$ cat src/chull_pkg.sv
// ============================================================================
// chull_pkg
// Shared types and constants for the convex hull core.
// ============================================================================
package chull_pkg;

    localparam int CRD_W       = 32;
    localparam int QUEUE_DEPTH = 4;
    localparam int QPTR_W      = 2;

    typedef struct packed {
        logic [CRD_W-1:0] x;
        logic [CRD_W-1:0] y;
    } point_t;

    typedef enum logic {
        ITEM_POINT,
        ITEM_LAST
    } item_kind_t;

    typedef struct packed {
        point_t     pt;
        item_kind_t kind;
    } item_t;

    // Request to / response from the convexity unit
    typedef struct packed {
        logic   start;
        point_t p0;
        point_t p1;
        point_t p2;
    } cross_req_t;

    typedef struct packed {
        logic done;
        logic convex;
    } cross_rsp_t;

    typedef enum logic [1:0] {
        CR_IDLE,
        CR_MUL_L,
        CR_MUL_R,
        CR_CMP
    } cross_state_t;

    typedef enum logic [5:0] {
        BK_IDLE,
        BK_INS_RD,
        BK_INS_CMP,
        BK_INS_PUT0,
        BK_LOADED,
        BK_SMALL,
        BK_TOP0,
        BK_TOP_RD,
        BK_TOP_CMP,
        BK_TOP_TRIM,
        BK_S2_RD,
        BK_S2_EMIT,
        BK_BOT_RD0,
        BK_BOT0,
        BK_BOT_RD,
        BK_BOT_CMP,
        BK_BOT_TRIM,
        BK_Q_RD,
        BK_Q_GET,
        BK_Q_W1,
        BK_Q_T2,
        BK_Q_W2,
        BK_L_CHK,
        BK_L_GET,
        BK_L_W,
        BK_L_PUSH,
        BK_R_CHK,
        BK_R_GET,
        BK_R_W,
        BK_R_PUSH,
        BK_NEXT,
        BK_FIN,
        BK_CHECK,
        BK_FAIL,
        BK_RO_RD,
        BK_RO_EMIT,
        BK_LO_RD,
        BK_LO_EMIT,
        BK_CLEAR
    } back_state_t;

    // Sort order: by y, then by x (signed)
    function automatic logic pt_after(input point_t a, input point_t b);
        pt_after = ($signed(a.y) > $signed(b.y)) ||
                   ((a.y == b.y) && ($signed(a.x) > $signed(b.x)));
    endfunction

endpackage

$ cat src/chull_front.sv
// ============================================================================
// chull_front
// Input side: accepts point items, tags them and queues them for the back end.
// ============================================================================
module chull_front (
    input  logic                                clk,
    input  logic                                rst_n,
    input  logic                                in_valid,
    output logic                                in_ready,
    input  logic signed [chull_pkg::CRD_W-1:0]  point_x,
    input  logic signed [chull_pkg::CRD_W-1:0]  point_y,
    input  logic                                last_input,
    output logic                                q_valid,
    input  logic                                q_pop,
    output chull_pkg::item_t                    q_item
);

    chull_pkg::item_t              buf_reg [chull_pkg::QUEUE_DEPTH];
    logic [chull_pkg::QPTR_W-1:0]  wr_ptr_reg, wr_ptr_next;
    logic [chull_pkg::QPTR_W-1:0]  rd_ptr_reg, rd_ptr_next;
    logic [chull_pkg::QPTR_W:0]    fill_reg, fill_next;
    logic                          push;
    chull_pkg::item_t              new_item;

    // Classify the incoming item
    always_comb
    begin
        new_item.pt.x = point_x;
        new_item.pt.y = point_y;
        new_item.kind = last_input ? chull_pkg::ITEM_LAST : chull_pkg::ITEM_POINT;
    end

    assign in_ready = (fill_reg != (chull_pkg::QPTR_W+1)'(chull_pkg::QUEUE_DEPTH));
    assign push     = in_valid && in_ready;
    assign q_valid  = (fill_reg != '0);
    assign q_item   = buf_reg[rd_ptr_reg];

    // Pointer and fill bookkeeping
    always_comb
    begin
        wr_ptr_next = push ? wr_ptr_reg + 1'b1 : wr_ptr_reg;
        rd_ptr_next = (q_pop && q_valid) ? rd_ptr_reg + 1'b1 : rd_ptr_reg;
        fill_next   = fill_reg;
        if (push && !(q_pop && q_valid))
        begin
            fill_next = fill_reg + 1'b1;
        end
        else if (!push && q_pop && q_valid)
        begin
            fill_next = fill_reg - 1'b1;
        end
    end

    always_ff @(posedge clk or negedge rst_n)
    begin
        if (!rst_n)
        begin
            wr_ptr_reg <= '0;
            rd_ptr_reg <= '0;
            fill_reg   <= '0;
        end
        else
        begin
            wr_ptr_reg <= wr_ptr_next;
            rd_ptr_reg <= rd_ptr_next;
            fill_reg   <= fill_next;
        end
    end

    always_ff @(posedge clk)
    begin
        if (push)
        begin
            buf_reg[wr_ptr_reg] <= new_item;
        end
    end

endmodule

$ cat config.mk
export PLATFORM = sky130hd
export DESIGN_NAME = chull_front
export DESIGN_NICKNAME = d
export VERILOG_FILES = /design/src/chull_pkg.sv /design/src/chull_front.sv
export SDC_FILE = /design/constraint.sdc
export NUM_CORES = 1
export LEC_CHECK = 0
export BUFFER_PORTS_ARGS = -buffer_cell sky130_fd_sc_hd__buf_2
export CAP_MARGIN = 20
export CORE_ASPECT_RATIO = 1.25
export CORE_MARGIN = 3
export CORE_UTILIZATION = 50
export CTS_CLUSTER_DIAMETER = 120
export DETAILED_ROUTE_END_ITERATION = 8
export GPL_TIMING_DRIVEN = 0
export PLACE_DENSITY = 0.69
export SYNTH_ARGS = -nofsm -noshare
export SYNTH_HDL_FRONTEND = slang
export SYNTH_SLANG_ARGS = --single-unit
$ cat constraint.sdc
create_clock -name clk -period 5.5 [get_ports clk]
set_input_delay 0.55 -clock clk [delete_from_list [all_inputs] [get_ports clk]]
set_output_delay 0.55 -clock clk [all_outputs]
set_load 0.1 [all_outputs]
==> impl_metrics.yaml <==
synth:
  ys_seq_area_share_pct: 80.5
  synth_edf_count: 260
  synth_fp_nets: 468
  synth-seq-cells: 267
  async_flop_share_pct: 2.62
  yosysUniqueCellTypes: 26
  syn_avg_cell_area_um2: 25.2
  syn_area_um2: 9910
  ys_warn_count: 0
  synth_ff_type: "edfxtp_1"
  synthCells: 394
cts:
  clk_latency_ns: 0.51
  clk_pin_slew_ns: 0.06
  cts_resized: 0
  clock_path_buffers: 3
  tritoncts: "yes"
  htreeDepth: 1
  clock_sinks: 267
  cts_root_buf: "clkbuf_16"
  cts_made_buffers: 26
setup_path:
  max_stage_delay_ns: 0.57
  cp_data_required_time_ns: 4.95
  cp_slowest_cell: "clkbuf_1"
  crit_family: "buffers and inverters"
  startpoint_type: "flop"
  end_kind: "output port"
  crit_chain: "clkbuf_1 -> mux4_2 -> buf_2"
  critical_path_class: "reg2out"
  crit_arrival_ns: 2.21
  worstPathMaxFanout: 10
  crit_buf_inv: 2
placed_design:
  port_buffers: 134
  detailed_place_hpwl_mm: 10.9
  routabilityCongestion: 0.680
sta:
  tightest_slew_ns: 0.736
  rsz0062_at_grt: "no"
  final.setup.tns_ns: 0
  skew_ns: 0.0134
  setup_viol: 0
  slew_headroom_pct: 50.9
  hold_violations: 0
  maxSlewViolCount: 0
  post-route-period-util_pct: 50.2
  min_period_ns: 2.76
  fmax_ghz: 0.362
global_route:
  grtUsageMet1_pct: 20.6
  gr-total-overflow: 0
  use_met3_pct: 3.39
  grt_max_degree: 41
  grt_pass1_wl_mm: 27.7
  grt_pass1_vias: 5036
  grtUsageTotal_pct: 16.6
  use_met2_pct: 30.0
  grt.busiest_layer: "met2"
  antenna_found_initial: 1
detailed_routing:
  drt_iter0_drc: 230
  vias: 4497
  avgViaCountPerCell: 5.37
  wl_mm: 17.3
  antenna_left: 0
  first_pass_iters: 4
  routedWlPerCell_um: 20.6
  drc: 0
hold_path:
  hold_path_class: "in2reg"
final_layout:
  nets: 635
  drive_gt1_share_pct: 45.2
  largest_reg_flops: 260
  diodes: 0
  n_fill_cell: 1339
  area_growth_pct: 19.5
outcome:
  status: "finished, final reports clean"
floorplanning:
  initial_core_util_pct: 51.8
  die_w_um: 132
  dieArea_um2: 21600
  fp.dieH_um: 163
  ioPinCount: 136
  rows: 56
  core_region_area_um2: 19100
run:
  drv_cap: 0
area by class of cell:
class	count	area (um^2)	area share (%)
repair buffers	139	791	6.68
multi-input cells	105	1760	14.9
well taps	261	327	2.76
clock inverters	13	113	0.951
clock buffers	31	691	5.83
inverters	4	15.0	0.127
plain buffers	18	161	1.36
flip-flops and latches	267	7980	67.4
cell usage after synthesis, drive strengths merged (2+ instances only):
cell type  number  share of area (%)
edfxtp        260                 79
ha              4               0.51
o21ai           6               0.30
xnor2           4               0.35
buf            16                1.6
nand3           3               0.15
mux2            2               0.23
inv             4               0.15
nand2           4               0.15
dfrtp           7                1.8
nor2            4               0.15
and2            4               0.25
clkbuf          2              0.076
a21oi           2               0.14
mux4           65                 15
metal layers:
layer / part of all wire (%) / up-vias
li1: - / 2006
met1: 39 / 2353
met2: 54 / 110
met3: 5.3 / 26
met4: 1.7 / 2
met5: 0.075 / -
worst register-to-register path, stage by stage (launching register included):
cell	delay, ns
dfrtp_1	0.47
nor2_1	0.14
a21oi_2	0.35
and2_4	0.53
buf_16	0.29
repair_timing:
item	in CTS	in global routing
hold buffers	1	0
setup endpoints to repair	0	0
hold endpoints to repair	7	0
buffers inserted	0	0
worst paths after layout:
kind / slack [ns] / start / cells past startpoint / end
hold / removal: 0.24 / point_x[23] / 1 / buf_reg[3][56]
setup reg to reg: 3.36 / fill_reg[0] / 4 / buf_reg[2][10]
setup / recovery: 2.74 / rd_ptr_reg[1] / 3 / q_item[55]
min in group asynchronous: 0.40 / rst_n / 2 / rd_ptr_reg[0]
max in group asynchronous: 4.93 / rst_n / 2 / rd_ptr_reg[1]
hold reg to reg: 0.59 / wr_ptr_reg[1] / 1 / wr_ptr_reg[1]
cells by family (layout without fill, tap and decap cells):
logic type,Yosys count,in the layout,synth area share (%)
AND/OR/NAND/NOR,17,17,0.858
adder cells (fa/ha/maj),5,5,0.707
multiplexers,67,67,15.0
XOR/XNOR,4,4,0.353
AO/OA/AOI/OAI,12,12,0.758
buffers and inverters,22,205,1.78
flip-flops,267,267,80.5
placed cells by master, fill, tap and decap left out, types with 2 or more instances in the layout:
cell       instances
buf_4              3
edfxtp_1         260
clkbuf_1           6
o21ai_0            6
nand3_1            3
nand2_1            4
clkinv_1           5
xnor2_1            4
buf_12             4
nor2_1             4
ha_1               4
mux2_2             2
inv_1              4
and2_4             4
clkinv_2           5
buf_2            142
bufinv_16          2
clkbuf_16         27
mux4_2            65
buf_16             4
dfrtp_1            7
stage by stage:
stage | utilization, % | std cells | setup WS (ns) | hold WS [ns] | area [um^2]
after global routing | 61.9 | 838 | 2.58 | 0.235 | 11800
after detailed placement | 57.7 | 793 | 3.18 | 0.400 | 11000
after CTS | 61.9 | 838 | 2.70 | 0.229 | 11800
after floorplan | - | 394 | 2.51 | 0.254 | 9910
final | 61.9 | 838 | 2.74 | 0.245 | 11800
after global placement | 57.0 | 789 | 1.24 | 0.394 | 10900
Power is not shown: default switching activity piles up to over one toggle a cycle in this logic, so the estimate is an artifact.
