$ cat src/chull_pkg.sv
// ============================================================================
// chull_pkg
// Shared types and constants for the convex hull core.
// ============================================================================
package chull_pkg;

    localparam int CRD_W       = 32;
    localparam int QUEUE_DEPTH = 4;
    localparam int QPTR_W      = 2;

    typedef struct packed {
        logic [CRD_W-1:0] x;
        logic [CRD_W-1:0] y;
    } point_t;

    typedef enum logic {
        ITEM_POINT,
        ITEM_LAST
    } item_kind_t;

    typedef struct packed {
        point_t     pt;
        item_kind_t kind;
    } item_t;

    // Request to / response from the convexity unit
    typedef struct packed {
        logic   start;
        point_t p0;
        point_t p1;
        point_t p2;
    } cross_req_t;

    typedef struct packed {
        logic done;
        logic convex;
    } cross_rsp_t;

    typedef enum logic [1:0] {
        CR_IDLE,
        CR_MUL_L,
        CR_MUL_R,
        CR_CMP
    } cross_state_t;

    typedef enum logic [5:0] {
        BK_IDLE,
        BK_INS_RD,
        BK_INS_CMP,
        BK_INS_PUT0,
        BK_LOADED,
        BK_SMALL,
        BK_TOP0,
        BK_TOP_RD,
        BK_TOP_CMP,
        BK_TOP_TRIM,
        BK_S2_RD,
        BK_S2_EMIT,
        BK_BOT_RD0,
        BK_BOT0,
        BK_BOT_RD,
        BK_BOT_CMP,
        BK_BOT_TRIM,
        BK_Q_RD,
        BK_Q_GET,
        BK_Q_W1,
        BK_Q_T2,
        BK_Q_W2,
        BK_L_CHK,
        BK_L_GET,
        BK_L_W,
        BK_L_PUSH,
        BK_R_CHK,
        BK_R_GET,
        BK_R_W,
        BK_R_PUSH,
        BK_NEXT,
        BK_FIN,
        BK_CHECK,
        BK_FAIL,
        BK_RO_RD,
        BK_RO_EMIT,
        BK_LO_RD,
        BK_LO_EMIT,
        BK_CLEAR
    } back_state_t;

    // Sort order: by y, then by x (signed)
    function automatic logic pt_after(input point_t a, input point_t b);
        pt_after = ($signed(a.y) > $signed(b.y)) ||
                   ((a.y == b.y) && ($signed(a.x) > $signed(b.x)));
    endfunction

endpackage

$ cat src/chull_cross.sv
// ============================================================================
// chull_cross
// Exact strict convexity test of three points, one shared 33x33 multiplier.
// ============================================================================
module chull_cross (
    input  logic                   clk,
    input  logic                   rst_n,
    input  chull_pkg::cross_req_t  req,
    output chull_pkg::cross_rsp_t  rsp
);

    localparam int DW = chull_pkg::CRD_W + 1;
    localparam int PW = 2 * DW;

    chull_pkg::cross_state_t st_reg, st_next;
    logic signed [DW-1:0] a_reg, b_reg, c_reg, d_reg;
    logic signed [PW-1:0] l_reg, r_reg;
    logic signed [DW-1:0] mul_a, mul_b;
    logic signed [PW-1:0] prod;

    // Shared multiplier: left product first, then right product
    assign mul_a = (st_reg == chull_pkg::CR_MUL_L) ? a_reg : c_reg;
    assign mul_b = (st_reg == chull_pkg::CR_MUL_L) ? b_reg : d_reg;
    assign prod  = mul_a * mul_b;

    // Convex when (y1-y0)(x1-x2) > (x0-x1)(y2-y1)
    assign rsp.done   = (st_reg == chull_pkg::CR_CMP);
    assign rsp.convex = (l_reg > r_reg);

    always_comb
    begin
        st_next = st_reg;
        case (st_reg)
            chull_pkg::CR_IDLE:  st_next = req.start ? chull_pkg::CR_MUL_L : chull_pkg::CR_IDLE;
            chull_pkg::CR_MUL_L: st_next = chull_pkg::CR_MUL_R;
            chull_pkg::CR_MUL_R: st_next = chull_pkg::CR_CMP;
            chull_pkg::CR_CMP:   st_next = chull_pkg::CR_IDLE;
            default:             st_next = chull_pkg::CR_IDLE;
        endcase
    end

    always_ff @(posedge clk or negedge rst_n)
    begin
        if (!rst_n)
        begin
            st_reg <= chull_pkg::CR_IDLE;
        end
        else
        begin
            st_reg <= st_next;
        end
    end

    // Differences, sign-extended by one bit
    always_ff @(posedge clk)
    begin
        if (st_reg == chull_pkg::CR_IDLE && req.start)
        begin
            a_reg <= {req.p1.y[DW-2], req.p1.y} - {req.p0.y[DW-2], req.p0.y};
            b_reg <= {req.p1.x[DW-2], req.p1.x} - {req.p2.x[DW-2], req.p2.x};
            c_reg <= {req.p0.x[DW-2], req.p0.x} - {req.p1.x[DW-2], req.p1.x};
            d_reg <= {req.p2.y[DW-2], req.p2.y} - {req.p1.y[DW-2], req.p1.y};
        end
        if (st_reg == chull_pkg::CR_MUL_L)
        begin
            l_reg <= prod;
        end
        if (st_reg == chull_pkg::CR_MUL_R)
        begin
            r_reg <= prod;
        end
    end

endmodule

$ cat config.mk
export PLATFORM = sky130hd
export DESIGN_NAME = chull_cross
export DESIGN_NICKNAME = d
export VERILOG_FILES = /design/src/chull_pkg.sv /design/src/chull_cross.sv
export SDC_FILE = /design/constraint.sdc
export NUM_CORES = 2
export LEC_CHECK = 0
export ABC_AREA = 1
export BUFFER_PORTS_ARGS = -buffer_cell sky130_fd_sc_hd__buf_2
export CAP_MARGIN = 20
export CELL_PAD_IN_SITES_DETAIL_PLACEMENT = 2
export CELL_PAD_IN_SITES_GLOBAL_PLACEMENT = 2
export CORE_ASPECT_RATIO = 1.75
export CORE_UTILIZATION = 40
export CTS_BUF_LIST = sky130_fd_sc_hd__clkbuf_16
export CTS_CLUSTER_DIAMETER = 150
export DETAILED_ROUTE_END_ITERATION = 10
export PLACE_DENSITY_LB_ADDON = 0.1
export SLEW_MARGIN = 25
export SYNTH_ARGS = -nofsm -noshare
export SYNTH_HDL_FRONTEND = slang
export SYNTH_SLANG_ARGS = --single-unit
$ cat constraint.sdc
create_clock -name clk -period 11.89 [get_ports clk]
set_input_delay 2.378 -clock clk [delete_from_list [all_inputs] [get_ports clk]]
set_output_delay 2.378 -clock clk [all_outputs]
set_load 0.03 [all_outputs]
==> impl_metrics.env <==
export IMPL_syn_to_final_growth_pct=7.07
export IMPL_cts_tree="yes"
export IMPL_overflow=0
export IMPL_min_to="st_reg[1]"
export IMPL_reg2reg_to="r_reg[58]"
export IMPL_synth_edf_count=264
export IMPL_critPathMaxFanout=49
export IMPL_grt_pass1_wl_um=389000
export IMPL_placed_area_mm2=0.0609
export IMPL_netlist_area_leader_share=0.399
export IMPL_ys_ff_latch=266
export IMPL_synth_area_leaders="fa_1 (40%), edfxtp_1 (14%), inv_1 (11%)"
export IMPL_fin_nets=8708
export IMPL_row_count=184
export IMPL_postRouteAntennaNets=0
export IMPL_die_area_mm2=0.146
export IMPL_hpwl_um=229000
export IMPL_worst_pin_slew_ns=1.17
export IMPL_post_synth_top_area_cell="fa_1"
export IMPL_critPathKind="flop to flop"
export IMPL_clk_insertion_delay_late_ns=0.70
export IMPL_ioPinCount=197
export IMPL_final_cell_mix="inv_1 (1675), nand2_1 (1256), fa_1 (1149)"
export IMPL_numCtsBuffers=27
export IMPL_syn_num_nets=8564
export IMPL_ys_warn_count=0
export IMPL_grt_pass1_vias=57966
export IMPL_cp_end_kind="flop"
export IMPL_fmax_ghz=0.0914
export IMPL_worstRegToRegCells=29
export IMPL_syn_area_per_cell_um2=8.48
export IMPL_postLayoutCellArea_mm2=0.0618
export IMPL_wire_per_inst_um=30.6
export IMPL_final_util=0.431
export IMPL_slew_viol_final=0
export IMPL_clk_transition_reported_paths_ns=0.06
export IMPL_drv_cap=0
export IMPL_drt_pass1_iter_count=7
export IMPL_timing_rr_start="st_reg[1]"
export IMPL_fin_crit_ns=10.94
export IMPL_grt_usage=0.381
export IMPL_fin_crit_sh=0.920
export IMPL_synthSimpleGateAreaFrac=0.162
export IMPL_min_delay_path_depth=2
export IMPL_root_buffer="clkbuf_16"
export IMPL_io_buffers=196
export IMPL_critPathSlowestCell="fa_1"
export IMPL_drive_gt1_frac=0.0643
export IMPL_ctsResizeCount=0
export IMPL_vias_per_cell=5.50
export IMPL_hp_class="flop to flop"
export IMPL_num_vias=48640
export IMPL_cp_arrival_ns=11.38
export IMPL_synth_compound_area_share=0.0588
export IMPL_grt_max_degree=69
export IMPL_synth_mux_area_frac=0.000195
export IMPL_syn_inst=6804
export IMPL_finalSetupViolations=0
export IMPL_clock_sinks=266
export IMPL_hold_viol=0
export IMPL_cpMostUsedCell="fa_1"
export IMPL_post_cts_setup_buffers=0
export IMPL_reg2reg_slack_ns=0.95
export IMPL_ys_seq_area_frac=0.138
export IMPL_die_w_um=289
export IMPL_crit_path_start_kind="flop"
export IMPL_drcViolationCount=0
export IMPL_critical_path_required_ns=12.33
export IMPL_tns_ns=0
export IMPL_cts_buffer_depth=3
export IMPL_relSlewSlack=0.218
export IMPL_drt_iter0_drc=2139
export IMPL_hold_path_startpoint="st_reg[1]"
export IMPL_start_util=0.402
export IMPL_syn_area_mm2=0.0577
export IMPL_synthFlopType="edfxtp_1"
export IMPL_core_area_mm2=0.143
export IMPL_rsz0062_at_grt="no"
export IMPL_final_common_cell="inv_1"
export IMPL_ys_async_sr_fraction=0.00752
export IMPL_wl_um=271000
export IMPL_dieHeight_um=504
export IMPL_globalplace_congestion=1.07
export IMPL_synthXorXnorAreaFrac=0.0246
export IMPL_antenna_found_initial=28
export IMPL_max_stage_delay_ns=1.07
export IMPL_skew_ns=0.0427
export IMPL_outcome="finished, final reports clean"
export IMPL_yosysUniqueCellTypes=50
export IMPL_synthAdderAreaFrac=0.489
export IMPL_ctsHoldBuffers=0
export IMPL_synth_top_family_by_area="adder cells"
export IMPL_htree_levels=1
export IMPL_hold_ws_ns=0.776
[worst max path at each step]
stage	start	endpoint	slack (ns)	cells past startpoint
finish	st_reg[1]	r_reg[58]	0.95	29
global route	st_reg[1]	r_reg[58]	0.61	29
CTS	st_reg[1]	r_reg[58]	1.01	29
detailed placement	st_reg[1]	l_reg[58]	1.03	29
global placement	st_reg[1]	l_reg[58]	1.30	28
floorplan	st_reg[1]	l_reg[65]	2.06	33
[area by class of cell]
cell class / instances / area (µm²)
fill: 16294 / 81600
multi-input combinational: 4655 / 42500
sequential: 266 / 7980
inverter: 1716 / 6450
tap: 1860 / 2330
timing repair buffer: 282 / 1640
clock buffer: 27 / 676
clock inverter: 21 / 163
antenna: 22 / 55.1
[critical path: cells and delay by family, from the launching register on]
family | cells | cell delay [ns]
DFF | 1 | 0.42
buffers and inverters | 8 | 1.84
AOI/OAI and AO/OA | 1 | 0.21
adders and majority gates | 10 | 6.06
and+or+nand+nor | 10 | 2.03
[cell families after synthesis]
group / after synthesis
muxes: 1
xor gates and xnor gates: 162
buffers and inverters: 1883
DFF: 266
AOI/OAI and AO/OA: 568
and+or+nand+nor: 2359
adders and majority gates: 1565
[Yosys cell counts (20+ instances only)]
| library cell | n |
|---|---|
| clkbuf_1 | 20 |
| xnor2_1 | 33 |
| o21ai_1 | 20 |
| nand3_1 | 140 |
| nand4_1 | 28 |
| nor3_1 | 26 |
| nand2_1 | 1256 |
| a21o_1 | 29 |
| edfxtp_1 | 264 |
| nor2_1 | 851 |
| inv_2 | 39 |
| fa_1 | 1149 |
| buf_2 | 129 |
| xor2_1 | 129 |
| a31oi_1 | 24 |
| o21ai_0 | 129 |
| inv_1 | 1672 |
| a21oi_1 | 266 |
| o21bai_1 | 29 |
| o21ai_2 | 26 |
| ha_1 | 416 |
[through the flow]
step	setup slack, ns	cells
2_1_floorplan	2.06	6804
3_3_place_gp	1.30	8779
3_5_place_dp	1.03	8779
4_1_cts	1.01	8827
5_1_grt	0.612	8841
6_report	0.950	8849
[layer usage]
layer,wire length (µm),vias up,GRT usage
li1,-,20522,-
met1,82200,25334,0.345
met2,142000,1713,0.690
met3,13400,1063,0.0645
met4,33500,8,0.384
met5,49,-,0
Power is left out: the tool's default activity adds up to more than one toggle a clock period on the data nets, which glitch-free logic cannot reach.
